`src/hw/rtl/atccf_pkg.sv`:
```
// ----------------------------------------------------------------------------
// atccf_pkg
// shared constants and controller/datapath interface types for the adc
// trigger command chain sequencer
// ----------------------------------------------------------------------------
package atccf_pkg;

  localparam int FifoDepth    = 16;
  localparam int TriggerCount = 8;
  localparam int RegWords     = 256;
  localparam int ChannelCount = 32;

  localparam int FAW = $clog2(FifoDepth);
  localparam int RAW = $clog2(RegWords);

  // item kinds
  localparam logic [1:0] KIND_READ  = 2'd0;
  localparam logic [1:0] KIND_WRITE = 2'd1;
  localparam logic [1:0] KIND_HWTRG = 2'd2;
  localparam logic [1:0] KIND_CODE  = 2'd3;

  // register word indexes
  localparam logic [7:0] W_VERID    = 8'd0;
  localparam logic [7:0] W_CTRL     = 8'd4;
  localparam logic [7:0] W_STAT     = 8'd5;
  localparam logic [7:0] W_IE       = 8'd6;
  localparam logic [7:0] W_SWTRIG   = 8'd13;
  localparam logic [7:0] W_TCTRL    = 8'd40;
  localparam logic [7:0] W_FCTRL0   = 8'd56;
  localparam logic [7:0] W_FCTRL1   = 8'd57;
  localparam logic [7:0] W_GCR0     = 8'd62;
  localparam logic [7:0] W_GCR1     = 8'd63;
  localparam logic [7:0] W_CMD_BASE = 8'd62;  // 64 + 2*(cmd-1) = 62 + 2*cmd
  localparam logic [7:0] W_RESFIFO0 = 8'd192;
  localparam logic [7:0] W_RESFIFO1 = 8'd193;

  localparam logic [31:0] VERID_VALUE = 32'h0209_0000;
  localparam logic [31:0] GCR_CAL     = 32'h0101_0000;
  localparam logic [15:0] CODE_MID    = 16'h8000;
  localparam logic [5:0]  MAX_STEPS   = 6'd32;

  typedef struct packed {
    logic load;       // latch the request
    logic dec_rd;     // read issue at decode
    logic rd_cap;     // capture bus read result, pop if fifo
    logic wr_exec;    // perform a non-trigger bus write
    logic code_set;   // channel code update
    logic tsel;       // pick next software trigger, read its tctrl
    logic hw_start;   // start a hardware trigger chain
    logic tw_start;   // start a software trigger chain
    logic chk_rd;     // read cmdl of current command
    logic lw;         // capture channel, read cmdh
    logic hw2;        // capture loop count and next command
    logic push;       // push one entry
    logic tdone;      // chain complete
    logic irq_upd;    // re-evaluate ready bits and irq
  } dp_cmd_t;

  typedef struct packed {
    logic [1:0] kind;
    logic       is_swtrig;
    logic       is_irq_reg;
    logic       is_pop;
    logic       hw_go;
    logic       ctrl_en;
    logic       mask_zero;
    logic       chain_end;
    logic       loop_last;
  } dp_stat_t;

endpackage

```
`src/hw/rtl/atccf_ctrl.sv`:
```
// ----------------------------------------------------------------------------
// atccf_ctrl
// sequencer state machine: decodes requests and walks trigger chains
// ----------------------------------------------------------------------------
module atccf_ctrl import atccf_pkg::*; (
  input  logic     clk,
  input  logic     rst_n,
  input  logic     start,
  output logic     busy,
  output logic     out_valid,
  input  dp_stat_t st,
  output dp_cmd_t  cmd
);

  localparam logic [3:0] S_IDLE  = 4'd0;
  localparam logic [3:0] S_DEC   = 4'd1;
  localparam logic [3:0] S_RDW   = 4'd2;
  localparam logic [3:0] S_HWW   = 4'd3;
  localparam logic [3:0] S_TSEL  = 4'd4;
  localparam logic [3:0] S_TW    = 4'd5;
  localparam logic [3:0] S_CHK   = 4'd6;
  localparam logic [3:0] S_LW    = 4'd7;
  localparam logic [3:0] S_HW2   = 4'd8;
  localparam logic [3:0] S_PUSH  = 4'd9;
  localparam logic [3:0] S_TDONE = 4'd10;
  localparam logic [3:0] S_IRQ   = 4'd11;
  localparam logic [3:0] S_OUT   = 4'd12;

  logic [3:0] state_r, state_nxt;

  assign busy      = (state_r != S_IDLE);
  assign out_valid = (state_r == S_OUT);

  always_comb begin
    state_nxt = state_r;
    cmd       = '0;
    case (state_r)
      S_IDLE: begin
        if (start) begin
          cmd.load  = 1'b1;
          state_nxt = S_DEC;
        end
      end
      S_DEC: begin
        case (st.kind)
          KIND_READ: begin
            cmd.dec_rd = 1'b1;
            state_nxt  = S_RDW;
          end
          KIND_WRITE: begin
            if (st.is_swtrig) begin
              state_nxt = S_TSEL;
            end else begin
              cmd.wr_exec = 1'b1;
              state_nxt   = st.is_irq_reg ? S_IRQ : S_OUT;
            end
          end
          KIND_HWTRG: begin
            cmd.dec_rd = 1'b1;
            state_nxt  = S_HWW;
          end
          default: begin
            cmd.code_set = 1'b1;
            state_nxt    = S_OUT;
          end
        endcase
      end
      S_RDW: begin
        cmd.rd_cap = 1'b1;
        state_nxt  = st.is_pop ? S_IRQ : S_OUT;
      end
      S_HWW: begin
        if (st.hw_go) begin
          cmd.hw_start = 1'b1;
          state_nxt    = S_CHK;
        end else begin
          state_nxt = S_OUT;
        end
      end
      S_TSEL: begin
        if (st.mask_zero) begin
          state_nxt = S_OUT;
        end else begin
          cmd.tsel  = 1'b1;
          state_nxt = S_TW;
        end
      end
      S_TW: begin
        if (st.ctrl_en) begin
          cmd.tw_start = 1'b1;
          state_nxt    = S_CHK;
        end else begin
          state_nxt = S_TSEL;
        end
      end
      S_CHK: begin
        if (st.chain_end) begin
          state_nxt = S_TDONE;
        end else begin
          cmd.chk_rd = 1'b1;
          state_nxt  = S_LW;
        end
      end
      S_LW: begin
        cmd.lw    = 1'b1;
        state_nxt = S_HW2;
      end
      S_HW2: begin
        cmd.hw2   = 1'b1;
        state_nxt = S_PUSH;
      end
      S_PUSH: begin
        cmd.push = 1'b1;
        if (st.loop_last) begin
          state_nxt = S_CHK;
        end
      end
      S_TDONE: begin
        cmd.tdone = 1'b1;
        state_nxt = st.is_swtrig ? S_TSEL : S_OUT;
      end
      S_IRQ: begin
        cmd.irq_upd = 1'b1;
        state_nxt   = S_OUT;
      end
      S_OUT: begin
        state_nxt = S_IDLE;
      end
      default: begin
        state_nxt = S_IDLE;
      end
    endcase
  end

  always_ff @(posedge clk) begin
    if (!rst_n) begin
      state_r <= S_IDLE;
    end else begin
      state_r <= state_nxt;
    end
  end

endmodule

```
`config.mk`:
```
export PLATFORM = sky130hd
export DESIGN_NAME = atccf_ctrl
export DESIGN_NICKNAME = d
export VERILOG_FILES = /design/src/hw/rtl/atccf_pkg.sv /design/src/hw/rtl/atccf_ctrl.sv
export SDC_FILE = /design/constraint.sdc
export NUM_CORES = 1
export LEC_CHECK = 0
export ABC_CLOCK_PERIOD_IN_PS = 1500
export BUFFER_PORTS_ARGS = -buffer_cell sky130_fd_sc_hd__buf_2
export CAP_MARGIN = 15
export CELL_PAD_IN_SITES_DETAIL_PLACEMENT = 2
export CELL_PAD_IN_SITES_GLOBAL_PLACEMENT = 2
export CORE_UTILIZATION = 22
export CTS_CLUSTER_SIZE = 16
export DETAILED_ROUTE_END_ITERATION = 10
export MAX_ROUTING_LAYER = met4
export PLACE_DENSITY = 0.84
export SLEW_MARGIN = 0
export SYNTH_ARGS = -nofsm -noshare
export SYNTH_HDL_FRONTEND = slang
export SYNTH_SLANG_ARGS = --single-unit
```
`constraint.sdc`:
```
create_clock -name clk -period 1.5 [get_ports clk]
set_input_delay 0.225 -clock clk [delete_from_list [all_inputs] [get_ports clk]]
set_output_delay 0.225 -clock clk [all_outputs]
set_load 0.1 [all_outputs]
```
==> summary.md, run 1 <==
The count of state elements after synthesis works out to 4. Once global-route timing repair stopped, the endpoint with the least setup slack was cmd[10]. The number of nets in the synthesized netlist is 95. Each instance of the synthesized netlist takes up on average 7.00 um^2. The count of flip-flops with a built-in enable after synthesis came out at 0.

Counting every instance in the synthesized netlist gives 82. The initialized floorplan defines 18 standard-cell rows. Maximum buffer depth of the clock tree: 2.

The Yosys step of the flow raised 0 warnings. Buffers inserted during clock tree synthesis total 3. During I/O placement, the number of pins put on the boundary was 29.

The number of different library cells used by synthesis comes to 39. The y dimension of the die was 53.1 um. The number of antenna violations at the first check in global routing was 0; the mapped cell area was 574 um^2.

The tools report the root buffer cell as clkbuf_4. The die is 53.1 um wide. The flow did not finish. The tools report the post-cts hold buffer count as 0.

The number of input and output port buffers inserted was 28; the share of synthesized flip-flops with an asynchronous set or reset was 0. After the last repair the worst path ends at a primary output. The number of levels in the clock H-tree was 1. Progress stopped at 5_1_grt.

Entering global routing, the biggest net connects 12 pins. For the initial standard-cell utilization of the core, the log shows 0.232. The tools report the last weighted congestion value of the routability-driven placer as 0.925. Most used flip-flop cell after synthesis: dfxtp_1. The share of synthesized area occupied by flip-flops and latches is 0.139. The first error in the log reads "[ERROR DPL-0033] detailed placement checks failed during check placement". The HPWL after detailed placement is 2150 um. Counting every sink on the clock net gives 4.
-- metrics by stage --
step / instance area (um^2) / hold WS (ns) / instances / setup WS (ns) / setup TNS [ns]
after floorplan: 762 / 0.344 / 82 / -0.363 / -1.75
after global placement: 1180 / 0.506 / 143 / -0.00741 / -0.00981
after detailed placement: 1180 / 0.513 / 143 / -0.0860 / -0.258
after CTS: 1360 / 0.267 / 160 / -0.158 / -0.714
-- cell families after synthesis --
group	share of synthesized area
AO/OA/AOI/OAI	0.266
buffers and inverters	0.107
flip-flops	0.139
AND/OR/NAND/NOR	0.488
-- synth_stat cells, types with 2 or more instances --
| master | number | area (um^2) |
|---|---|---|
| nor2_1 | 14 | 52.6 |
| nand2_1 | 7 | 26.3 |
| nand2b_1 | 5 | 31.3 |
| nor3_1 | 5 | 25.0 |
| dfxtp_1 | 4 | 80.1 |
| buf_6 | 3 | 33.8 |
| a21oi_2 | 2 | 17.5 |
| a31oi_1 | 2 | 12.5 |
| buf_4 | 2 | 15.0 |
| inv_1 | 2 | 7.51 |
| nand3_1 | 2 | 10.0 |
| nand3b_1 | 2 | 15.0 |
| nor2b_1 | 2 | 12.5 |
| nor3_2 | 2 | 20.0 |
| nor3b_1 | 2 | 15.0 |
| o211ai_1 | 2 | 15.0 |
| o21ai_0 | 2 | 10.0 |
-- timing repair --
item,4_1_cts
cloned,0
buffers inserted,13
setup endpoints to repair,19
pin swaps,12
resized for setup,17
==> run 2, diff against run 1 <==
Settings changed: CELL_PAD_IN_SITES_DETAIL_PLACEMENT 2 to not set, CELL_PAD_IN_SITES_GLOBAL_PLACEMENT 2 to not set, CORE_AREA set to 2 2 63 65, CORE_UTILIZATION 22 to not set, CTS_CLUSTER_SIZE 16 to not set, DIE_AREA set to 0 0 65 67, MAX_ROUTING_LAYER met4 to not set, PLACE_DENSITY 0.84 to not set, PLACE_DENSITY_LB_ADDON set to 0.15.
==> run 2 against run 1 <==
Compared with the run above: synthesized cell count unchanged; the flow now finishes, with violations (negative setup slack); area after synthesis unchanged.
==> summary.md, run 2 <==
The aggregate global-route resource usage was 0.116; the transition time of the tightest slew-check pin was 0.419 ns. For the final database, setup skew stands at 0.00516 ns. The initial standard-cell utilization of the core is 0.159 (was 0.232). The overall via count from detail_route came out at 808. The class of the tightest hold or removal check is input port to flip-flop. The run gives 22 (was 18) as the row count. Worst slew margin relative to its limit: 0.718. Walking the worst path, the cells encountered are nand2b_4 > nor3_4 > nand2_2 > nor3_4 > buf_12. TritonCTS built the clock tree. Entering global routing, the biggest net connects 11 pins. The count of max-cap constraint violations is 0. The main combinational cell family by area after synthesis was simple AND/OR/NAND/NOR gates (unchanged). The number of levels in the clock H-tree was 1 (unchanged). For the I/O pin total, the log shows 29 (unchanged). Ranking of synthesized cells by instance count: nor2_1 (14), nand2_1 (7), nand2b_1 (5), nor3_1 (5), dfxtp_1 (4) (unchanged). Summed over all layers, the routed wires come to 2260 um.

The most numerous cell on the critical path was nor3_4. After clock tree synthesis, the clock-pin slew on the worst setup and hold paths is 0.03 ns. For the number of diodes added for antenna fixing, the log shows 0. The share of synthesized flip-flops with an asynchronous set or reset came out at 0 (unchanged). The run finished, with violations left. The logs give 853 for the number of global-route vias before repair and 0 for the number of endpoints with negative hold slack in the final report. The run gives 0 (unchanged) as the count of warnings emitted by yosys. The highest net fanout along the worst path came out at 4. The count of mapped cells out of synthesis is 82 (unchanged).

The count of state elements after synthesis works out to 4 (unchanged). Width of the chip: 65 um (was 53.1 um). The power density of the placed cells was 2180 nW/um^2.

For this design the static power due to leakage is 0.556 nW. The fraction of the mapped netlist area in adder cells came out at 0 (unchanged). Top cells by area, synth: dfxtp_1 (14%), nor2_1 (9.2%), buf_6 (5.9%) (unchanged). Critical path launch point type: a flip-flop.

The worst-case IR drop observed on VDD is 0.000955 V. The required time at the endpoint of the critical path was 1.27 ns; the final cell utilization of the core was 0.398. The number of input and output port buffers inserted works out to 28 (unchanged).

Setup violations remaining at the end of the flow were counted as 7. The total iterations of the first detailed-routing run came out at 4. The y dimension of the die came out at 67 um (was 53.1 um). In the final layout, the registers with the most flip-flops are state_r: 4 flops. The post-cts hold buffer count was 0 (unchanged); the multiplexer share of the synthesized area was 0 (unchanged). The final reports fail on negative setup slack.

The average footprint of a synthesized cell was 7.00 um^2 (unchanged); the synthesized-area fraction occupied by ao, oa, aoi and oai cells was 0.266 (unchanged). In the layout the commonest cells are buf_4 (17), buf_12 (16), buf_2 (12). The CTS buffer count is 3 (unchanged). For this run, design rule violations remaining after detail routing come to 0. The area growth from synthesis to layout is 150%. The logs give 0.268 ns for the worst hold margin and 39 (unchanged) for the post-synthesis cell type count. The largest individual stage delay along the critical path comes from the cell dfxtp_4. The most used flip-flop cell after synthesis was dfxtp_1 (unchanged). The number of antenna violations at the first check in global routing came out at 0.

The final critical-path share of the clock period came out at 1.06. Number of flip-flops under the largest register name: 4. The core region is 3610 um^2.

The detailed placement HPWL is 1780 um (was 2150 um), and the largest stage delay on the critical path is 0.35 ns. For the synthesized net count, the log shows 95 (unchanged). Count of buffer and inverter cells on the critical path: 1. The post-synthesis share of cell area spent on and, or, nand and nor gates came out at 0.488 (unchanged). For this block, the initial DRC count from the detailed router was 22. The area share of the leading cell type in the synthesized netlist was 0.139 (unchanged); the remaining antenna violation count was 0. In the routed layout, each cell is associated on average with a via count of 4.46.

Library cell with the highest instance count after synthesis: nor2_1 (unchanged). Xor and xnor fraction of the mapped netlist area: 0 (unchanged). The fraction of layout cells with a size suffix above 1 came out at 0.692.

After the last flow step, the layout net total stands at 147. The mapped cell area was 574 um^2 (unchanged); the number of sinks driven by the clock tree was 4 (unchanged). Share of synthesized area occupied by flip-flops and latches: 0.139 (unchanged). Die area: 4360 um^2. STA classifies the critical path endpoint as a primary output. The critical path is of the flip-flop to primary output type.

The count of flip-flops with a built-in enable after synthesis was 0 (unchanged). Leaving out fill and tap cells, the most frequent cell in the layout is buf_4. The maximum buffer depth of the clock tree was 2 (unchanged). state_r holds more flip-flops than any other register. The family of cells with the greatest summed delay on the critical path is simple AND/OR/NAND/NOR gates. The first global-routing pass estimated 3910 um of wire. Library cell occupying the most area in the post-synthesis netlist: dfxtp_1 (unchanged). Root buffer cell: clkbuf_8 (was clkbuf_4). For the max-slew violation total from the final report, the log shows 0. Setup repair after global routing could not meet its margin everywhere. The routed design could run at a clock period as short as 1.59 ns. The last weighted congestion value of the routability-driven placer was 0.773 (was 0.925); the remaining global-route overflow was 0. The average routed wire per standard cell came out at 12.5 um.

The logs give 630 MHz for the peak clock frequency supported by timing and 0.22 ns for the clock latency at the later pin of the worst-skew pair. For the post-layout worst setup margin, the log shows -0.0874 ns. Data arrives at the worst endpoint at 1.36 ns.
run 2: worst paths after layout:
kind                           start                       to  slack, ns  cells past startpoint
max          state_r[3]$_SDFFE_PN0P_                  cmd[10]      -0.09                      5
min                            rst_n  state_r[0]$_SDFFE_PN0P_       0.27                      3
max reg2reg  state_r[3]$_SDFFE_PN0P_  state_r[3]$_SDFFE_PN0P_       0.08                      5
min reg2reg  state_r[3]$_SDFFE_PN0P_  state_r[0]$_SDFFE_PN0P_       0.75                      5
run 2: what timing repair did:
item,in CTS,in global routing
setup buffers,12,2
gates resized for setup,19,4
setup endpoints to repair,17,11
pin swaps,10,6
hold endpoints to repair,0,0
run 2: area by class of cell:
type / count / area (um^2)
clock buffers: 4 / 45.0
fillers: 368 / 2170
inverters: 2 / 7.51
multi-input cells: 70 / 631
flip-flops and latches: 4 / 95.1
well taps: 48 / 60.1
repair buffers: 53 / 598
run 2: tightest hold or removal path, delay by kind of cell:
kind | cells | cell delay (ns)
AND/OR/NAND/NOR | 1 | 0.07
AO/OA/AOI/OAI | 1 | 0.04
buffers and inverters | 1 | 0.12
run 2: power breakdown:
part	internal [W]	switching, W	total, W
clock	0.000181	0.0000563	0.000238
sequential	0.000180	0.000108	0.000288
combinational	0.00111	0.00149	0.00260
run 2: routing by layer:
layer / wire length (um) / track usage / share of wire
met1: 978 / 0.140 / 0.43
met2: 1150 / 0.206 / 0.51
met3: 111 / 0.0220 / 0.049
met4: 25 / 0.0372 / 0.011
met5: 0 / 0 / 0
run 2: logic make-up (layout without fill, tap and decap cells):
| logic type | Yosys count | count (layout) |
|---|---|---|
| AOI/OAI and AO/OA | 20 | 20 |
| buffers and inverters | 8 | 59 |
| DFF | 4 | 4 |
| and+or+nand+nor | 50 | 50 |
run 2: per-stage QoR:
stage	std cells	cell area (um^2)	total power (W)	setup slack, ns	setup TNS [ns]
2_1_floorplan	82	762	0.00187	-0.363	-1.75
3_3_place_gp	163	1210	0.00250	-0.0513	-0.0635
3_5_place_dp	163	1210	0.00250	-0.0658	-0.108
4_1_cts	179	1410	0.00309	-0.135	-0.469
5_1_grt	181	1440	0.00328	-0.132	-0.627
6_report	181	1440	0.00313	-0.0874	-0.258
(Power assumes the default switching activity.)
